==> config.mk <==
export PLATFORM = sky130hd
export DESIGN_NAME = remote_motor_command_controller_flat
export DESIGN_NICKNAME = d
export VERILOG_FILES = /design/src/hw/rtl/rmc_pkg.sv /design/src/hw/rtl/rmc_in_if.sv /design/src/hw/rtl/rmc_out_if.sv /design/src/hw/rtl/remote_motor_command_controller.sv /design/src/hw/rtl/rmc_cfg_regs.sv /design/src/hw/rtl/rmc_core.sv /design/src/flat_wrapper.sv
export SDC_FILE = /design/constraint.sdc
export NUM_CORES = 1
export LEC_CHECK = 0
export ABC_AREA = 0
export CAP_MARGIN = 20
export CORE_MARGIN = 1
export CORE_UTILIZATION = 59
export CTS_CLUSTER_DIAMETER = 30
export DETAILED_ROUTE_END_ITERATION = 10
export DONT_BUFFER_PORTS = 1
export GPL_ROUTABILITY_DRIVEN = 1
export PLACE_DENSITY = 0.78
export REMOVE_ABC_BUFFERS = 1
export SLEW_MARGIN = 10
export SYNTH_ARGS = -nofsm -noshare
export SYNTH_HDL_FRONTEND = slang
export SYNTH_SLANG_ARGS = --single-unit
==> constraint.sdc <==
create_clock -name clk -period 8.7 [get_ports clk]
set_clock_uncertainty 0.1 [all_clocks]
set_input_delay 0.87 -clock clk [delete_from_list [all_inputs] [get_ports clk]]
set_output_delay 0.87 -clock clk [all_outputs]
set_load 0.05 [all_outputs]
==> src/hw/rtl/rmc_pkg.sv <==
// Package: shared types, command codes and helper functions for the motor command controller.
package rmc_pkg;

  localparam int TIMER_BITS = 16;

  typedef logic [TIMER_BITS-1:0] timer_t;
  typedef logic [6:0] pct_t;

  localparam timer_t TIMER_MAX = {TIMER_BITS{1'b1}};
  localparam pct_t PCT_MAX = 7'd100;

  // Reciprocal of 100 scaled by 2^19; exact for every product up to 100 * 255.
  localparam logic [12:0] RECIP_100 = 13'd5243;
  localparam int RECIP_SHIFT = 19;

  localparam logic [31:0] CODE_POWER  = 32'hE51A52AD;
  localparam logic [31:0] CODE_PRESET = 32'hA75852AD;
  localparam logic [31:0] CODE_FWD    = 32'hBF4052AD;
  localparam logic [31:0] CODE_REV    = 32'hBE4152AD;
  localparam logic [31:0] CODE_PLUS   = 32'hF50A52AD;
  localparam logic [31:0] CODE_MINUS  = 32'hF40B52AD;
  localparam logic [31:0] CODE_RIGHT  = 32'hBC4352AD;
  localparam logic [31:0] CODE_LEFT   = 32'hBD4252AD;

  localparam int CFG_DATA_W = 16;

  typedef enum logic [2:0] {
    CFG_LOCKOUT = 3'd0,
    CFG_RELEASE = 3'd1,
    CFG_PAUSE   = 3'd2,
    CFG_STEP    = 3'd3,
    CFG_START   = 3'd4,
    CFG_PRESET  = 3'd5
  } cfg_idx_t;

  typedef enum logic [2:0] {
    BEEP_NONE = 3'd0,
    BEEP_ON   = 3'd1,
    BEEP_OFF  = 3'd2,
    BEEP_NO   = 3'd3,
    BEEP_ACK  = 3'd4
  } beep_t;

  typedef enum logic [1:0] {
    STEER_STOP  = 2'd0,
    STEER_RIGHT = 2'd1,
    STEER_LEFT  = 2'd2
  } steer_t;

  typedef struct packed {
    logic [15:0] lockout_ticks;
    logic [15:0] release_ticks;
    logic [15:0] pause_ticks;
    pct_t        speed_step;
    pct_t        start_speed;
    pct_t        preset_speed;
  } cfg_t;

  typedef struct packed {
    logic   power_on;
    pct_t   speed;
    logic   reverse_dir;
    steer_t steering;
    timer_t lockout_elapsed;
    timer_t steer_elapsed;
    timer_t pause_left;
  } state_t;

  typedef struct packed {
    logic  powered;
    pct_t  speed_percent;
    logic [7:0] pwm_duty;
    logic  drive_forward;
    logic  drive_reverse;
    logic  steer_right;
    logic  steer_left;
    beep_t beep;
    logic  paused;
  } res_t;

  function automatic pct_t clamp_pct(pct_t v);
    return (v > PCT_MAX) ? PCT_MAX : v;
  endfunction

  function automatic timer_t sat_inc(timer_t v);
    return (v == TIMER_MAX) ? v : v + timer_t'(1);
  endfunction

  // A 16-bit pause length cut to what the timer can hold.
  function automatic timer_t fit_timer(logic [15:0] p);
    logic [31:0] w;
    logic [31:0] m;
    w = 32'(p);
    m = 32'(TIMER_MAX);
    return (w > m) ? TIMER_MAX : w[TIMER_BITS-1:0];
  endfunction

  // speed * 255 / 100, truncated; the multiply by 255 is a shift and subtract.
  function automatic logic [7:0] duty_of(pct_t s);
    logic [14:0] prod;
    logic [27:0] q;
    prod = {s, 8'd0} - 15'(s);
    q = 28'(prod) * 28'(RECIP_100);
    return q[RECIP_SHIFT+7:RECIP_SHIFT];
  endfunction

endpackage

==> src/hw/rtl/rmc_in_if.sv <==
// Interface: input item channel carrying remote codes and millisecond ticks.
interface rmc_in_if;
  logic        valid;
  logic        ready;
  logic        operation;
  logic [31:0] code;
  logic        is_repeat;

  modport source (output valid, output operation, output code, output is_repeat, input ready);
  modport sink (input valid, input operation, input code, input is_repeat, output ready);
endinterface

==> src/hw/rtl/rmc_out_if.sv <==
// Interface: result item channel carrying pin levels, duty and beep code.
interface rmc_out_if;
  logic       valid;
  logic       ready;
  logic       powered;
  logic [6:0] speed_percent;
  logic [7:0] pwm_duty;
  logic       drive_forward;
  logic       drive_reverse;
  logic       steer_right;
  logic       steer_left;
  logic [2:0] beep;
  logic       paused;

  modport source (
    output valid, output powered, output speed_percent, output pwm_duty,
    output drive_forward, output drive_reverse, output steer_right,
    output steer_left, output beep, output paused, input ready
  );
  modport sink (
    input valid, input powered, input speed_percent, input pwm_duty,
    input drive_forward, input drive_reverse, input steer_right,
    input steer_left, input beep, input paused, output ready
  );
endinterface

==> src/hw/rtl/remote_motor_command_controller.sv <==
// Top level: input register, controller core and result register of the motor command block.
// An accepted item lands in the input register at the accepting edge; its state update reaches
// the result register together with the result at the edge on which the core advances, which
// waits while a full result register is not drained.
// Throughput: one item per cycle while the result consumer keeps up; back-pressure on out_ch stalls it.
// Reset (rst_n low, synchronous): power off, speed 0, forward, steering stopped, all timers 0,
// configuration back to its defaults, both pipeline stages empty.
module remote_motor_command_controller (
  input  logic                           clk,
  input  logic                           rst_n,
  rmc_in_if.sink                         in_ch,
  rmc_out_if.source                      out_ch,
  input  logic                           cfg_we,
  input  logic [2:0]                     cfg_index,
  input  logic [rmc_pkg::CFG_DATA_W-1:0] cfg_data
);
  import rmc_pkg::*;

  cfg_t cfg;
  res_t res;

  // Input register holding one item until the core consumes it.
  logic        in_valid_r;
  logic        op_r;
  logic [31:0] code_r;
  logic        rep_r;

  // Result register; the core only advances when it can take the result.
  logic out_valid_r;
  res_t res_r;

  logic out_free;
  logic advance;
  logic in_take;

  assign out_free = !out_valid_r || out_ch.ready;
  assign advance  = in_valid_r && out_free;
  assign in_take  = in_ch.valid && in_ch.ready;

  // The input register can be refilled in the same cycle it drains, so items stream
  // back to back while the consumer keeps up.
  assign in_ch.ready = !in_valid_r || out_free;

  rmc_cfg_regs u_cfg (
    .clk       (clk),
    .rst_n     (rst_n),
    .cfg_we    (cfg_we),
    .cfg_index (cfg_index),
    .cfg_data  (cfg_data),
    .cfg       (cfg)
  );

  rmc_core u_core (
    .clk       (clk),
    .rst_n     (rst_n),
    .advance   (advance),
    .operation (op_r),
    .code      (code_r),
    .is_repeat (rep_r),
    .cfg       (cfg),
    .res       (res)
  );

  always_ff @(posedge clk) begin
    if (!rst_n) begin
      in_valid_r  <= 1'b0;
      out_valid_r <= 1'b0;
    end else begin
      if (in_take) begin
        in_valid_r <= 1'b1;
      end else if (advance) begin
        in_valid_r <= 1'b0;
      end
      if (advance) begin
        out_valid_r <= 1'b1;
      end else if (out_ch.ready) begin
        out_valid_r <= 1'b0;
      end
    end
  end

  // Payload registers carry no reset; their valid flags guard them.
  always_ff @(posedge clk) begin
    if (in_take) begin
      op_r   <= in_ch.operation;
      code_r <= in_ch.code;
      rep_r  <= in_ch.is_repeat;
    end
    if (advance) begin
      res_r <= res;
    end
  end

  assign out_ch.valid         = out_valid_r;
  assign out_ch.powered       = res_r.powered;
  assign out_ch.speed_percent = res_r.speed_percent;
  assign out_ch.pwm_duty      = res_r.pwm_duty;
  assign out_ch.drive_forward = res_r.drive_forward;
  assign out_ch.drive_reverse = res_r.drive_reverse;
  assign out_ch.steer_right   = res_r.steer_right;
  assign out_ch.steer_left    = res_r.steer_left;
  assign out_ch.beep          = res_r.beep;
  assign out_ch.paused        = res_r.paused;
endmodule

==> src/hw/rtl/rmc_cfg_regs.sv <==
// Configuration register file with reset defaults and an indexed write port.
module rmc_cfg_regs (
  input  logic                           clk,
  input  logic                           rst_n,
  input  logic                           cfg_we,
  input  logic [2:0]                     cfg_index,
  input  logic [rmc_pkg::CFG_DATA_W-1:0] cfg_data,
  output rmc_pkg::cfg_t                  cfg
);
  import rmc_pkg::*;

  cfg_t cfg_r;
  cfg_t cfg_nxt;

  always_comb begin
    cfg_nxt = cfg_r;
    if (cfg_we) begin
      case (cfg_index)
        CFG_LOCKOUT: cfg_nxt.lockout_ticks = cfg_data;
        CFG_RELEASE: cfg_nxt.release_ticks = cfg_data;
        CFG_PAUSE:   cfg_nxt.pause_ticks = cfg_data;
        CFG_STEP:    cfg_nxt.speed_step = cfg_data[6:0];
        CFG_START:   cfg_nxt.start_speed = cfg_data[6:0];
        CFG_PRESET:  cfg_nxt.preset_speed = cfg_data[6:0];
        default:     cfg_nxt = cfg_r;
      endcase
    end
  end

  always_ff @(posedge clk) begin
    if (!rst_n) begin
      cfg_r.lockout_ticks <= 16'd500;
      cfg_r.release_ticks <= 16'd150;
      cfg_r.pause_ticks   <= 16'd2000;
      cfg_r.speed_step    <= 7'd10;
      cfg_r.start_speed   <= 7'd15;
      cfg_r.preset_speed  <= 7'd30;
    end else begin
      cfg_r <= cfg_nxt;
    end
  end

  assign cfg = cfg_r;
endmodule

==> src/hw/rtl/rmc_core.sv <==
// Controller state and its single-pass update for one code or tick item.
module rmc_core (
  input  logic          clk,
  input  logic          rst_n,
  input  logic          advance,
  input  logic          operation,
  input  logic [31:0]   code,
  input  logic          is_repeat,
  input  rmc_pkg::cfg_t cfg,
  output rmc_pkg::res_t res
);
  import rmc_pkg::*;

  state_t st_r;
  state_t st_nxt;
  beep_t  beep;
  logic   want_rev;
  logic   is_dir;
  logic   paused;
  logic   drive_on;
  logic [7:0] sum;
  steer_t dir;

  always_comb begin
    st_nxt   = st_r;
    beep     = BEEP_NONE;
    sum      = {1'b0, st_r.speed} + {1'b0, cfg.speed_step};
    is_dir   = (code == CODE_FWD) || (code == CODE_REV);
    want_rev = (code == CODE_REV);
    dir      = (code == CODE_RIGHT) ? STEER_RIGHT : STEER_LEFT;

    if (operation) begin
      // Tick: the pause counts down, otherwise the lockout counts up.
      if (st_r.pause_left != '0) begin
        st_nxt.pause_left = st_r.pause_left - timer_t'(1);
      end else begin
        st_nxt.lockout_elapsed = sat_inc(st_r.lockout_elapsed);
      end
      st_nxt.steer_elapsed = sat_inc(st_r.steer_elapsed);
      if (st_r.steering != STEER_STOP &&
          32'(st_nxt.steer_elapsed) > 32'(cfg.release_ticks)) begin
        st_nxt.steering = STEER_STOP;
      end
    end else if (st_r.pause_left == '0) begin
      if (code == CODE_POWER) begin
        if (!is_repeat) begin
          if (!st_r.power_on) begin
            st_nxt.power_on    = 1'b1;
            st_nxt.speed       = clamp_pct(cfg.start_speed);
            st_nxt.reverse_dir = 1'b0;
            beep               = BEEP_ON;
          end else begin
            st_nxt.power_on = 1'b0;
            st_nxt.steering = STEER_STOP;
            st_nxt.speed    = '0;
            beep            = BEEP_OFF;
          end
        end
      end else if (st_r.power_on) begin
        if (code == CODE_RIGHT || code == CODE_LEFT) begin
          // Steering codes are honored on repeat frames to hold the steering.
          beep                 = (st_r.steering != dir) ? BEEP_ACK : BEEP_NONE;
          st_nxt.steering      = dir;
          st_nxt.steer_elapsed = '0;
        end else if (!is_repeat) begin
          if (code == CODE_PRESET) begin
            if (st_r.speed == clamp_pct(cfg.preset_speed)) begin
              beep = BEEP_NO;
            end else begin
              st_nxt.speed = clamp_pct(cfg.preset_speed);
              beep         = BEEP_ACK;
            end
          end else if (code == CODE_PLUS) begin
            if (st_r.speed >= PCT_MAX) begin
              beep = BEEP_NO;
            end else begin
              st_nxt.speed = (sum > {1'b0, PCT_MAX}) ? PCT_MAX : sum[6:0];
              beep         = BEEP_ACK;
            end
          end else if (code == CODE_MINUS) begin
            if (st_r.speed == '0) begin
              beep = BEEP_NO;
            end else begin
              st_nxt.speed = (st_r.speed > cfg.speed_step) ?
                             st_r.speed - cfg.speed_step : '0;
              beep         = BEEP_ACK;
            end
          end else if (is_dir) begin
            if (st_r.reverse_dir == want_rev) begin
              beep = BEEP_NONE;
            end else if (32'(st_r.lockout_elapsed) < 32'(cfg.lockout_ticks)) begin
              beep = BEEP_NO;
            end else begin
              st_nxt.reverse_dir     = want_rev;
              st_nxt.speed           = clamp_pct(cfg.start_speed);
              st_nxt.pause_left      = fit_timer(cfg.pause_ticks);
              st_nxt.lockout_elapsed = '0;
              beep                   = BEEP_ACK;
            end
          end
        end
      end
    end

    paused   = (st_nxt.pause_left != '0);
    drive_on = !paused && (st_nxt.speed != '0);

    res.powered       = st_nxt.power_on;
    res.speed_percent = st_nxt.speed;
    res.pwm_duty      = paused ? 8'd0 : duty_of(st_nxt.speed);
    res.drive_forward = drive_on && !st_nxt.reverse_dir;
    res.drive_reverse = drive_on && st_nxt.reverse_dir;
    res.steer_right   = (st_nxt.steering == STEER_RIGHT);
    res.steer_left    = (st_nxt.steering == STEER_LEFT);
    res.beep          = beep;
    res.paused        = paused;
  end

  always_ff @(posedge clk) begin
    if (!rst_n) begin
      st_r.power_on        <= 1'b0;
      st_r.speed           <= '0;
      st_r.reverse_dir     <= 1'b0;
      st_r.steering        <= STEER_STOP;
      st_r.lockout_elapsed <= '0;
      st_r.steer_elapsed   <= '0;
      st_r.pause_left      <= '0;
    end else if (advance) begin
      st_r <= st_nxt;
    end
  end
endmodule
==> src/flat_wrapper.sv <==
// flat-port wrapper written by rule: the top's interface ports become plain ports
module remote_motor_command_controller_flat import rmc_pkg::*;
  (clk, rst_n, cfg_we, cfg_index, cfg_data, in_ch_valid, in_ch_operation, in_ch_code, in_ch_is_repeat, in_ch_ready, out_ch_valid, out_ch_powered, out_ch_speed_percent, out_ch_pwm_duty, out_ch_drive_forward, out_ch_drive_reverse, out_ch_steer_right, out_ch_steer_left, out_ch_beep, out_ch_paused, out_ch_ready);
  rmc_in_if in_ch_i ();
  rmc_out_if out_ch_i ();
  input  logic clk;
  input  logic rst_n;
  input  logic cfg_we;
  input  logic [2:0] cfg_index;
  input  logic [rmc_pkg::CFG_DATA_W-1:0] cfg_data;
  input wire logic [$bits(in_ch_i.valid)-1:0] in_ch_valid;
  input wire logic [$bits(in_ch_i.operation)-1:0] in_ch_operation;
  input wire logic [$bits(in_ch_i.code)-1:0] in_ch_code;
  input wire logic [$bits(in_ch_i.is_repeat)-1:0] in_ch_is_repeat;
  output wire logic [$bits(in_ch_i.ready)-1:0] in_ch_ready;
  output wire logic [$bits(out_ch_i.valid)-1:0] out_ch_valid;
  output wire logic [$bits(out_ch_i.powered)-1:0] out_ch_powered;
  output wire logic [$bits(out_ch_i.speed_percent)-1:0] out_ch_speed_percent;
  output wire logic [$bits(out_ch_i.pwm_duty)-1:0] out_ch_pwm_duty;
  output wire logic [$bits(out_ch_i.drive_forward)-1:0] out_ch_drive_forward;
  output wire logic [$bits(out_ch_i.drive_reverse)-1:0] out_ch_drive_reverse;
  output wire logic [$bits(out_ch_i.steer_right)-1:0] out_ch_steer_right;
  output wire logic [$bits(out_ch_i.steer_left)-1:0] out_ch_steer_left;
  output wire logic [$bits(out_ch_i.beep)-1:0] out_ch_beep;
  output wire logic [$bits(out_ch_i.paused)-1:0] out_ch_paused;
  input wire logic [$bits(out_ch_i.ready)-1:0] out_ch_ready;
  assign in_ch_i.valid = in_ch_valid;
  assign in_ch_i.operation = in_ch_operation;
  assign in_ch_i.code = in_ch_code;
  assign in_ch_i.is_repeat = in_ch_is_repeat;
  assign in_ch_ready = in_ch_i.ready;
  assign out_ch_valid = out_ch_i.valid;
  assign out_ch_powered = out_ch_i.powered;
  assign out_ch_speed_percent = out_ch_i.speed_percent;
  assign out_ch_pwm_duty = out_ch_i.pwm_duty;
  assign out_ch_drive_forward = out_ch_i.drive_forward;
  assign out_ch_drive_reverse = out_ch_i.drive_reverse;
  assign out_ch_steer_right = out_ch_i.steer_right;
  assign out_ch_steer_left = out_ch_i.steer_left;
  assign out_ch_beep = out_ch_i.beep;
  assign out_ch_paused = out_ch_i.paused;
  assign out_ch_i.ready = out_ch_ready;
  remote_motor_command_controller u_core (.clk(clk), .rst_n(rst_n), .in_ch(in_ch_i), .out_ch(out_ch_i), .cfg_we(cfg_we), .cfg_index(cfg_index), .cfg_data(cfg_data));
endmodule
==> flow_summary.ini, run 1 <==
[clock_tree]
htreeDepth = 4
cts_tree = done
clockBufferDepth = 2
ctsHoldBuffers = 0
path_clk_slew_ns = 0.08
clock_sinks = 188
clockRootBuffer = clkbuf_16
cts_buffers = 17
clkLatencyLatePin_ns = 0.45

[final_layout]
multiInputGateArea_um2 = 9450
num_antenna_cells = 0
area_growth_pct = 15.7
final_common_cell = nand2_1
final_area_um2 = 16600
fill_cells = 1841
nets = 2030
regArea_um2 = 4350
final_cell_mix = nand2_1, inv_1, ha_1, dfxtp_1, nor2_1
final_util_pct = 70.2
drive_above_1_share_pct = 14.8

[floorplanning]
start_util_pct = 60.7
ioPinCount = 84
dieWidth_um = 158
dieArea_um2 = 24900
rows = 56
core_area_um2 = 23600
die_y_um = 158

[min_path]
hp-class = reg -> reg

[pwr]
power_frac_clock_pct = 12.2
power_frac_seq_pct = 15.2
p_switching_uw = 3070
comb_power_share_pct = 72.5
internal-power_uw = 3490
swShare_pct = 46.8
power_density_nw_per_um2 = 396
p_leak_uw = 0.00730
ir_drop_uv = 498

[worst_setup_path]
worst_setup_path_start_kind = flip-flop
cpMaxStageDelayCell = or4b_4
crit_end = u_core.out_ch.pwm_duty[7]
rr_worst_depth = 34
r2r_slack_ns = 0.009
r2r_start = u_core.code_r[11]
cp.arrival_ns = 8.88
path_class = reg -> reg
r2r-end = u_core.out_ch.pwm_duty[7]
required_ns = 8.89
startpoint = u_core.code_r[11]
max_stage_delay_ns = 0.57
cp_max_fo = 9
worstSetupEndpointType = flip-flop
crit_path_frequent_cell = inv_1

[synth]
synthSimpleGateAreaFrac_pct = 19.8
netlist_instances = 1662
yosysUniqueCellTypes = 88
yosys.area_share.adder_pct = 22.7
ys_seq_area_share_pct = 30.3
ys_ff_latch = 188
ys_warn_count = 0
yosysTopAreaCell = dfxtp_1
synth.area.mux_share_pct = 1.53
ys_async_sr_fraction_pct = 0
synthXorXnorAreaFrac_pct = 3.82
synth_top_family_by_area = adder cells
synth_compound_area_share_pct = 14.7
syn_avg_cell_area_um2 = 8.62
synth_area_leaders = dfxtp_1, ha_1, edfxtp_1
synth_edf_count = 58
netlist.area_leader.share_pct = 18.2
syn_area_um2 = 14300
synthFlopType = dfxtp_1

[sta]
final-hold-violation-count = 0
tightest_slew_ns = 1.05
setup_viol = 0
fmax_mhz = 115
finalCritPeriodShare_pct = 99.9
slew_headroom_pct = 29.8
report.final.slew_viol_count = 0
layout_min_cycle_time_ns = 8.69

[drt]
drt_pass1_iterations = 11
vias_per_cell = 6.15
vias = 12827
wl_per_cell_um = 20.0
drc = 1
ant_nets = 0
postRouteWirelength_um = 41600
drt_iter0_drc = 1173

[global_route]
grt_pass1_wl_um = 63400
track_usage_pct = 33.2
antenna_found_initial = 0
grt_max_degree = 80
grt-ovfl-total = 0
grt_pass1_vias = 12198

[placed_design]
placed_cell_area_um2 = 15300
hpwl_um = 31000
io_buffers = 0
gp_congestion = 1.02

[job]
maxCapViolCount = 0

[outcome]
status = finished with violations
violations = design-rule violations
[power by group through the flow]
stage               clock network (µW)  logic (µW)  registers, µW
finish                             802        4760           1000
global route                       849        5410           1000
CTS                                809        3860            999
detailed placement                   0        3790           1020
global placement                     0        3620           1020
floorplan                            0        2780           1010
[registers in the layout, summed over array words and instances (netlist names), 3 cells and up]
register,cells
u_core.out_ch.pwm_duty,8
u_core.u_core.st_r,59
u_core.code_r,32
u_core.out_ch.speed_percent,7
u_core.u_cfg.cfg,69
u_core.out_ch.beep,3
[area by class of cell]
class / count / area share (%)
clock buffers: 17 / 2.57
repair buffers: 128 / 5.96
inverters: 213 / 4.82
flip-flops and latches: 188 / 26.2
multi-input cells: 1205 / 57.0
clock inverters: 15 / 1.05
well taps: 319 / 2.41
[what timing repair did]
action,in CTS,in global routing
setup endpoints to repair,2,7
setup buffers,1,23
pin swaps,0,69
gates resized for setup,5,101
[worst min path at each step]
stage | startpoint | end | slack [ns] | cells past startpoint
after detailed placement | u_core.u_cfg.cfg[53] | u_core.u_cfg.cfg[53] | 0.35 | 2
after floorplan | u_core.u_cfg.cfg[53] | u_core.u_cfg.cfg[53] | 0.33 | 2
final | u_core.u_cfg.cfg[47] | u_core.u_cfg.cfg[47] | 0.36 | 2
after global placement | u_core.u_cfg.cfg[54] | u_core.u_cfg.cfg[54] | 0.34 | 2
after CTS | u_core.u_cfg.cfg[67] | u_core.u_cfg.cfg[67] | 0.36 | 2
after global routing | u_core.u_cfg.cfg[26] | u_core.u_cfg.cfg[26] | 0.38 | 2
[metal layers]
metal	vias to the layer above	share of wire [%]	global-route usage, %	wire (µm)
met1	6158	40	43.7	16700
met5	-	0	0	0
li1	5906	-	-	-
met2	624	48	54.7	19800
met3	139	8.4	5.64	3480
met4	0	4.0	12.1	1670
[through the flow]
stage,setup TNS [ns],worst slack [ns],power [µW],hold slack [ns],cells
after floorplan,0,0.139,3790,0.332,1606
after global placement,0,0.149,4630,0.342,2029
after detailed placement,-0.0364,-0.0364,4810,0.347,2030
after CTS,0,0.000139,5670,0.358,2063
after global routing,-0.687,-0.277,7270,0.377,2085
final,0,0.00874,6560,0.357,2085
[cells in the mapped netlist, types with 3 or more instances]
library cell	number
nand2b_1	12
o21a_1	13
a32oi_1	4
edfxtp_1	58
a22oi_1	16
nor3_1	28
and3_1	21
or3_1	16
o31ai_1	3
o21bai_1	7
a21boi_0	4
mux2_2	3
ha_1	150
fa_1	69
inv_1	211
nand2_1	210
nand3_1	49
a21oi_1	108
nand4_1	18
dfxtp_1	130
and2_1	11
a31oi_1	10
o21ai_0	53
nor2_1	129
a21o_1	20
xnor2_1	40
nor3b_1	5
or4_1	4
a211oi_1	17
a211o_1	4
or2_2	7
clkbuf_1	51
o22ai_1	4
nor2b_1	18
and3b_1	5
a2bb2oi_1	6
mux2i_1	17
o211ai_1	23
a2111o_1	3
nand4bb_1	3
nor4bb_1	3
nor4_1	17
a221oi_1	3
xor2_1	20
[kinds of logic (layout without fill, tap and decap cells)]
family	count (synthesis)	count (layout)
multiplexers	21	21
flip-flops	188	188
buffers and inverters	269	373
XOR/XNOR	61	61
AO/OA/AOI/OAI	325	325
adder cells (fa/ha/maj)	219	219
AND/OR/NAND/NOR	579	579
[critical path: cells and delay by family (launching register included)]
family	cells	cell delay [ns]
fa+ha+maj	6	2.73
compound gates	11	2.24
simple gates	8	1.96
buf+inv	7	0.69
flops	1	0.38
xor+xnor	1	0.25
mux	1	0.16
(Power assumes the default switching activity.)
==> run 2, diff against run 1 <==
--- a/config.mk
+++ b/config.mk
@@ -18,4 +18,5 @@
 export SLEW_MARGIN = 10
 export SYNTH_ARGS = -nofsm -noshare
 export SYNTH_HDL_FRONTEND = slang
+export SYNTH_HIERARCHICAL = 1
 export SYNTH_SLANG_ARGS = --single-unit
==> flow_summary.ini, run 2 <==
[final_layout]
num_antenna_cells = 0
largest_register_ffs = 69
nets = 1962
multiInputGateArea_um2 = 9950
fill_cells = 1823
drive_above_1_share_pct = 15.0
final_cell_mix = inv_1, ha_1, nand2_1, dfxtp_1, nor2_1
final_common_cell = inv_1
regArea_um2 = 4360
area_growth_pct = 14.0

[synth]
synth_area_leaders = dfxtp_1, ha_1, edfxtp_1
syn_area_um2 = 14800
synth.most_common_cell = inv_1
ys_warn_count = 6
netlist_instances = 1636
synth_commonest_cells = inv_1, ha_1, nand2_1, dfxtp_1, nor2_1
yosysTopAreaCell = dfxtp_1
syn_avg_cell_area_um2 = 9.07
ys_seq_area_share_pct = 29.3
netlist.area_leader.share_pct = 17.5
synthFlopType = dfxtp_1
yosysUniqueCellTypes = 91
ys_ff_latch = 188
synth_edf_count = 58
ys_async_sr_fraction_pct = 0

[clock_tree]
cts_buffers = 17
clock_sinks = 188
cts_tree = done
clockBufferDepth = 2
htreeDepth = 4
clockRootBuffer = clkbuf_16
path_clk_slew_ns = 0.08
clkLatencyLatePin_ns = 0.44
ctsHoldBuffers = 0

[sta]
finalCritPeriodShare_pct = 99.1
report.final.slew_viol_count = 0
final-hold-violation-count = 0
setup_viol = 0
rsz0062_at_grt = true
layout_min_cycle_time_ns = 8.62
tightest_slew_ns = 0.938
fmax_mhz = 116
tns_ns = 0
slew_headroom_pct = 37.3

[drt]
drc = 0
vias = 12249
drt_pass1_iterations = 8
postRouteWirelength_um = 39500
wl_per_cell_um = 19.5
ant_nets = 0
vias_per_cell = 6.06
drt_iter0_drc = 1081

[worst_setup_path]
cp_top_family = adder cells
r2r_start = u_core/u_core/st_r[52]
rr_worst_depth = 34
required_ns = 8.83
cpMaxStageDelayCell = fa_1
crit_buf_inv = 8
worstSetupEndpointType = flip-flop
r2r-end = u_core/out_ch.pwm_duty[6]
r2r_slack_ns = 0.08
max_stage_delay_ns = 0.54
cp_max_fo = 5
cp.arrival_ns = 8.75
path_class = reg -> reg
worst_setup_path_start_kind = flip-flop

[job]
maxCapViolCount = 0

[pwr]
internal-power_uw = 2210
p_switching_uw = 1600
power_frac_clock_pct = 21.9
power_frac_seq_pct = 25.8
p_leak_uw = 0.00758
swShare_pct = 42.0
comb_power_share_pct = 52.2
finalPower_uw = 3800
ir_drop_uv = 316
power_density_nw_per_um2 = 225

[floorplanning]
ioPinCount = 84
rows = 57
die_y_um = 161
core_area_um2 = 24500
dieArea_um2 = 25800
start_util_pct = 60.7
dieWidth_um = 161

[placed_design]
io_buffers = 0
gp_congestion = 0.968
hpwl_um = 30200

[global_route]
antenna_found_initial = 0
track_usage_pct = 30.5
grt-ovfl-total = 0
grt_pass1_vias = 11937
grt_pass1_wl_um = 62200
grt_max_degree = 107

[min_path]
hold_depth = 2
min_to = u_core/u_cfg/cfg[66]
hold_path.startpoint = u_core/u_cfg/cfg[66]
hp-class = reg -> reg

[outcome]
status = finished, final reports clean
run 2: changes by cell type in the layout (fill, tap and decap cells not counted), sizes merged, moves of 6 or more:
| cell | change |
|---|---|
| nand2 | -74 |
| mux2i | +68 |
| a21oi | -52 |
| nor2b | +34 |
| buf | -31 |
| nor2 | -17 |
| o211ai | -14 |
| nand3 | -9 |
| nor3 | +9 |
| o21ai | -9 |
| nand4 | +8 |
| and2 | -6 |
| nor4bb | +6 |
run 2: cell type report:
cell class,instances,share of cell area (%)
Sequential cell,188,25.8
Tap cell,324,2.40
Multi-Input combinational cell,1164,58.8
Clock buffer,18,2.60
Clock inverter,14,1.15
Inverter,217,4.83
Timing Repair Buffer,97,4.44
run 2: logic make-up after synthesis:
logic type / share of synthesized area [%]
and+or+nand+nor: 18.7
buffers and inverters: 7.72
AOI/OAI and AO/OA: 12.2
adders and majority gates: 22.0
DFF: 29.3
muxes: 6.26
xor gates and xnor gates: 3.89
run 2: worst max path at each step:
stage	to	depth (start not counted)	from	slack [ns]
after floorplan	u_core/out_ch.pwm_duty[7]	36	u_core/u_core/st_r[51]	0.15
after global placement	u_core/out_ch.pwm_duty[7]	37	u_core/u_cfg/cfg[14]	-0.06
after detailed placement	u_core/out_ch.pwm_duty[6]	37	u_core/u_cfg/cfg[14]	-0.38
after CTS	u_core/out_ch.pwm_duty[6]	35	u_core/u_cfg/cfg[66]	0.007
after global routing	u_core/out_ch.pwm_duty[6]	34	u_core/u_core/st_r[52]	-0.16
final	u_core/out_ch.pwm_duty[6]	34	u_core/u_core/st_r[52]	0.08
run 2: power by group through the flow:
stage	Clock, µW	Sequential, µW	Combinational [µW]
after floorplan	0	994	1400
after global placement	0	999	1800
after detailed placement	0	1000	1890
after CTS	847	981	1940
after global routing	887	987	2280
final	835	983	1990
run 2: metal layers:
layer  vias up  part of all wire [%]  global-route usage, %
li1       5774                     -                      -
met1      5852                    43                   40.7
met2       517                    47                   50.1
met3       106                   6.3                   4.96
met4         0                   3.4                   11.1
met5         -                     0                      0
run 2: what timing repair did:
item / in CTS / in global routing
gates resized for setup: 22 / 102
buffers inserted: 2 / 10
endpoints found under the setup margin: 4 / 5
gates cloned: 0 / 0
pin swaps: 5 / 36
run 2: worst reg2reg max path, delay by kind of cell (launching register included):
family | cells | cell delay, ns
AO/OA/AOI/OAI | 11 | 2.95
adder cells (fa/ha/maj) | 8 | 3.02
buffers and inverters | 8 | 0.68
AND/OR/NAND/NOR | 6 | 1.09
flip-flops | 1 | 0.37
XOR/XNOR | 1 | 0.20
run 2: metrics by stage:
stage | hold WS (ns) | utilization (%) | cells | setup WS (ns) | instance area [µm²]
after floorplan | 0.335 | - | 1569 | 0.149 | 14500
after global placement | 0.343 | 63.7 | 1976 | -0.0574 | 15600
after detailed placement | 0.351 | 63.7 | 1976 | -0.384 | 15600
after CTS | 0.364 | 66.8 | 2010 | 0.00725 | 16300
after global routing | 0.391 | 69.2 | 2022 | -0.158 | 16900
final | 0.367 | 69.2 | 2022 | 0.0793 | 16900
==> run 3, diff against run 2 <==
--- a/config.mk
+++ b/config.mk
@@ -13,7 +13,7 @@
 export DETAILED_ROUTE_END_ITERATION = 10
 export DONT_BUFFER_PORTS = 1
 export GPL_ROUTABILITY_DRIVEN = 1
-export PLACE_DENSITY = 0.78
+export PLACE_DENSITY = 0.89
 export REMOVE_ABC_BUFFERS = 1
 export SLEW_MARGIN = 10
 export SYNTH_ARGS = -nofsm -noshare
==> flow_summary.ini, run 3 (same netlist as run 2, synthesis figures left out) <==
[drt]
vias = 12440
drc = 0
wl_per_cell_um = 20.3
drt_pass1_iterations = 7
drt_iter0_drc = 1189
ant_nets = 0
postRouteWirelength_um = 40200
vias_per_cell = 6.26

[sta]
timing.hold.ws_ns = 0.366
finalCritPeriodShare_pct = 98.6
fmax_mhz = 117
final-hold-violation-count = 0
layout_min_cycle_time_ns = 8.58
setup_viol = 0
tightest_slew_ns = 0.973
report.final.slew_viol_count = 0
slew_headroom_pct = 35.0

[final_layout]
area_growth_pct = 10.8
drive_above_1_share_pct = 12.2
largest_register_ffs = 69
final_util_pct = 67.2
num_antenna_cells = 0
nets = 1926
final_common_cell = inv_1
final_area_um2 = 16400
final_cell_mix = inv_1, ha_1, nand2_1, dfxtp_1, nor2_1
final_cells = 1986

[clock_tree]
cts_buffers = 17
clock_sinks = 188
cts_tree = done
path_clk_slew_ns = 0.08
clockRootBuffer = clkbuf_16
clockBufferDepth = 2
clkLatencyLatePin_ns = 0.44
ctsHoldBuffers = 0
htreeDepth = 4

[worst_setup_path]
r2r_slack_ns = 0.12
r2r-end = u_core/out_ch.pwm_duty[6]
required_ns = 8.84
path_class = reg -> reg
max_stage_delay_ns = 0.54
cp_max_fo = 6
r2r_start = u_core/code_r[18]
cpMaxStageDelayCell = fa_1
rr_worst_depth = 33
worst_setup_path_start_kind = flip-flop
startpoint = u_core/code_r[18]
worstSetupEndpointType = flip-flop
cp.arrival_ns = 8.72
crit_path_frequent_cell = inv_1
crit_end = u_core/out_ch.pwm_duty[6]

[floorplanning]
dieArea_um2 = 25800
die_y_um = 161
ioPinCount = 84
dieWidth_um = 161
rows = 57
start_util_pct = 60.7
core_area_um2 = 24500

[pwr]
comb_power_share_pct = 52.9
ir_drop_uv = 247
power_density_nw_per_um2 = 230
power_frac_seq_pct = 26.0
p_switching_uw = 1610
power_frac_clock_pct = 21.0
p_leak_uw = 0.00733
swShare_pct = 42.6
internal-power_uw = 2170

[placed_design]
gp_congestion = 1.01
placed_cell_area_um2 = 15400
io_buffers = 0
dp_cells = 1948
hpwl_um = 30200

[global_route]
grt_max_degree = 107
antenna_found_initial = 1
grt_pass1_wl_um = 63000
grt-ovfl-total = 0
grt_pass1_vias = 12223
track_usage_pct = 30.8

[min_path]
hp-class = reg -> reg

[job]
maxCapViolCount = 0

[outcome]
status = finished, final reports clean
run 3: cell types whose count changed in the layout (fill, tap and decap cells not counted), moves of 3 or more:
| cell | change |
|---|---|
| inv_1 | +3 |
| ha_1 | +3 |
| o21ai_1 | -3 |
| inv_2 | -3 |
| ha_4 | -5 |
| dfxtp_1 | +3 |
| buf_4 | -33 |
| o21ai_0 | +3 |
run 3: critical path, delay by kind of cell (launching register included):
kind | cells | cell delay [ns]
fa+ha+maj | 7 | 2.83
compound gates | 8 | 1.94
simple gates | 8 | 1.83
buf+inv | 8 | 0.77
flops | 1 | 0.50
mux | 1 | 0.20
xor+xnor | 1 | 0.20
run 3: cell type report:
type                       instances  area [µm²]
clock inverter                    15         171
tap                              324         405
fill                            1751        8020
clock buffer                      17         425
timing repair buffer              61         462
inverter                         217         815
sequential                       188        4350
multi-input combinational       1164        9810
run 3: how the worst min path moves through the flow:
stage,startpoint,endpoint,slack [ns],cells after the start
after detailed placement,u_core/u_cfg/cfg[62],u_core/u_cfg/cfg[62],0.35,2
final,u_core/u_cfg/cfg[49],u_core/u_cfg/cfg[49],0.37,2
after global placement,u_core/u_cfg/cfg[49],u_core/u_cfg/cfg[49],0.34,2
after global routing,u_core/u_cfg/cfg[63],u_core/u_cfg/cfg[63],0.38,2
after CTS,u_core/u_cfg/cfg[62],u_core/u_cfg/cfg[62],0.36,2
after floorplan,u_core/u_cfg/cfg[40],u_core/u_cfg/cfg[40],0.33,2
run 3: what timing repair did:
| item | in CTS | in global routing |
|---|---|---|
| resized for setup | 21 | 71 |
| buffers inserted | 0 | 4 |
| setup endpoints to repair | 5 | 6 |
| endpoints found under the hold margin | 0 | 0 |
| pin swaps | 3 | 17 |
run 3: layer usage:
| metal | GRT usage, % | share of wire, % | vias up |
|---|---|---|---|
| met4 | 11.9 | 3.9 | 2 |
| li1 | - | - | 5701 |
| met3 | 4.42 | 7.3 | 135 |
| met1 | 40.4 | 42 | 5976 |
| met5 | 0 | 0.032 | - |
| met2 | 51.5 | 47 | 626 |
run 3: power groups by stage:
stage,combinational [µW],sequential [µW],clock (µW)
detailed placement,1900,1000,0
CTS,1950,982,802
global route,2290,989,838
global placement,1780,999,0
finish,2000,985,795
floorplan,1400,994,0
run 3: stage by stage:
step                total power, µW  setup TNS [ns]  setup WS, ns
CTS                            3740               0        0.0201
global route                   4120          -0.165       -0.0845
floorplan                      2400               0         0.149
detailed placement             2910          -0.936        -0.303
finish                         3780               0         0.119
global placement               2780         -0.0449       -0.0278
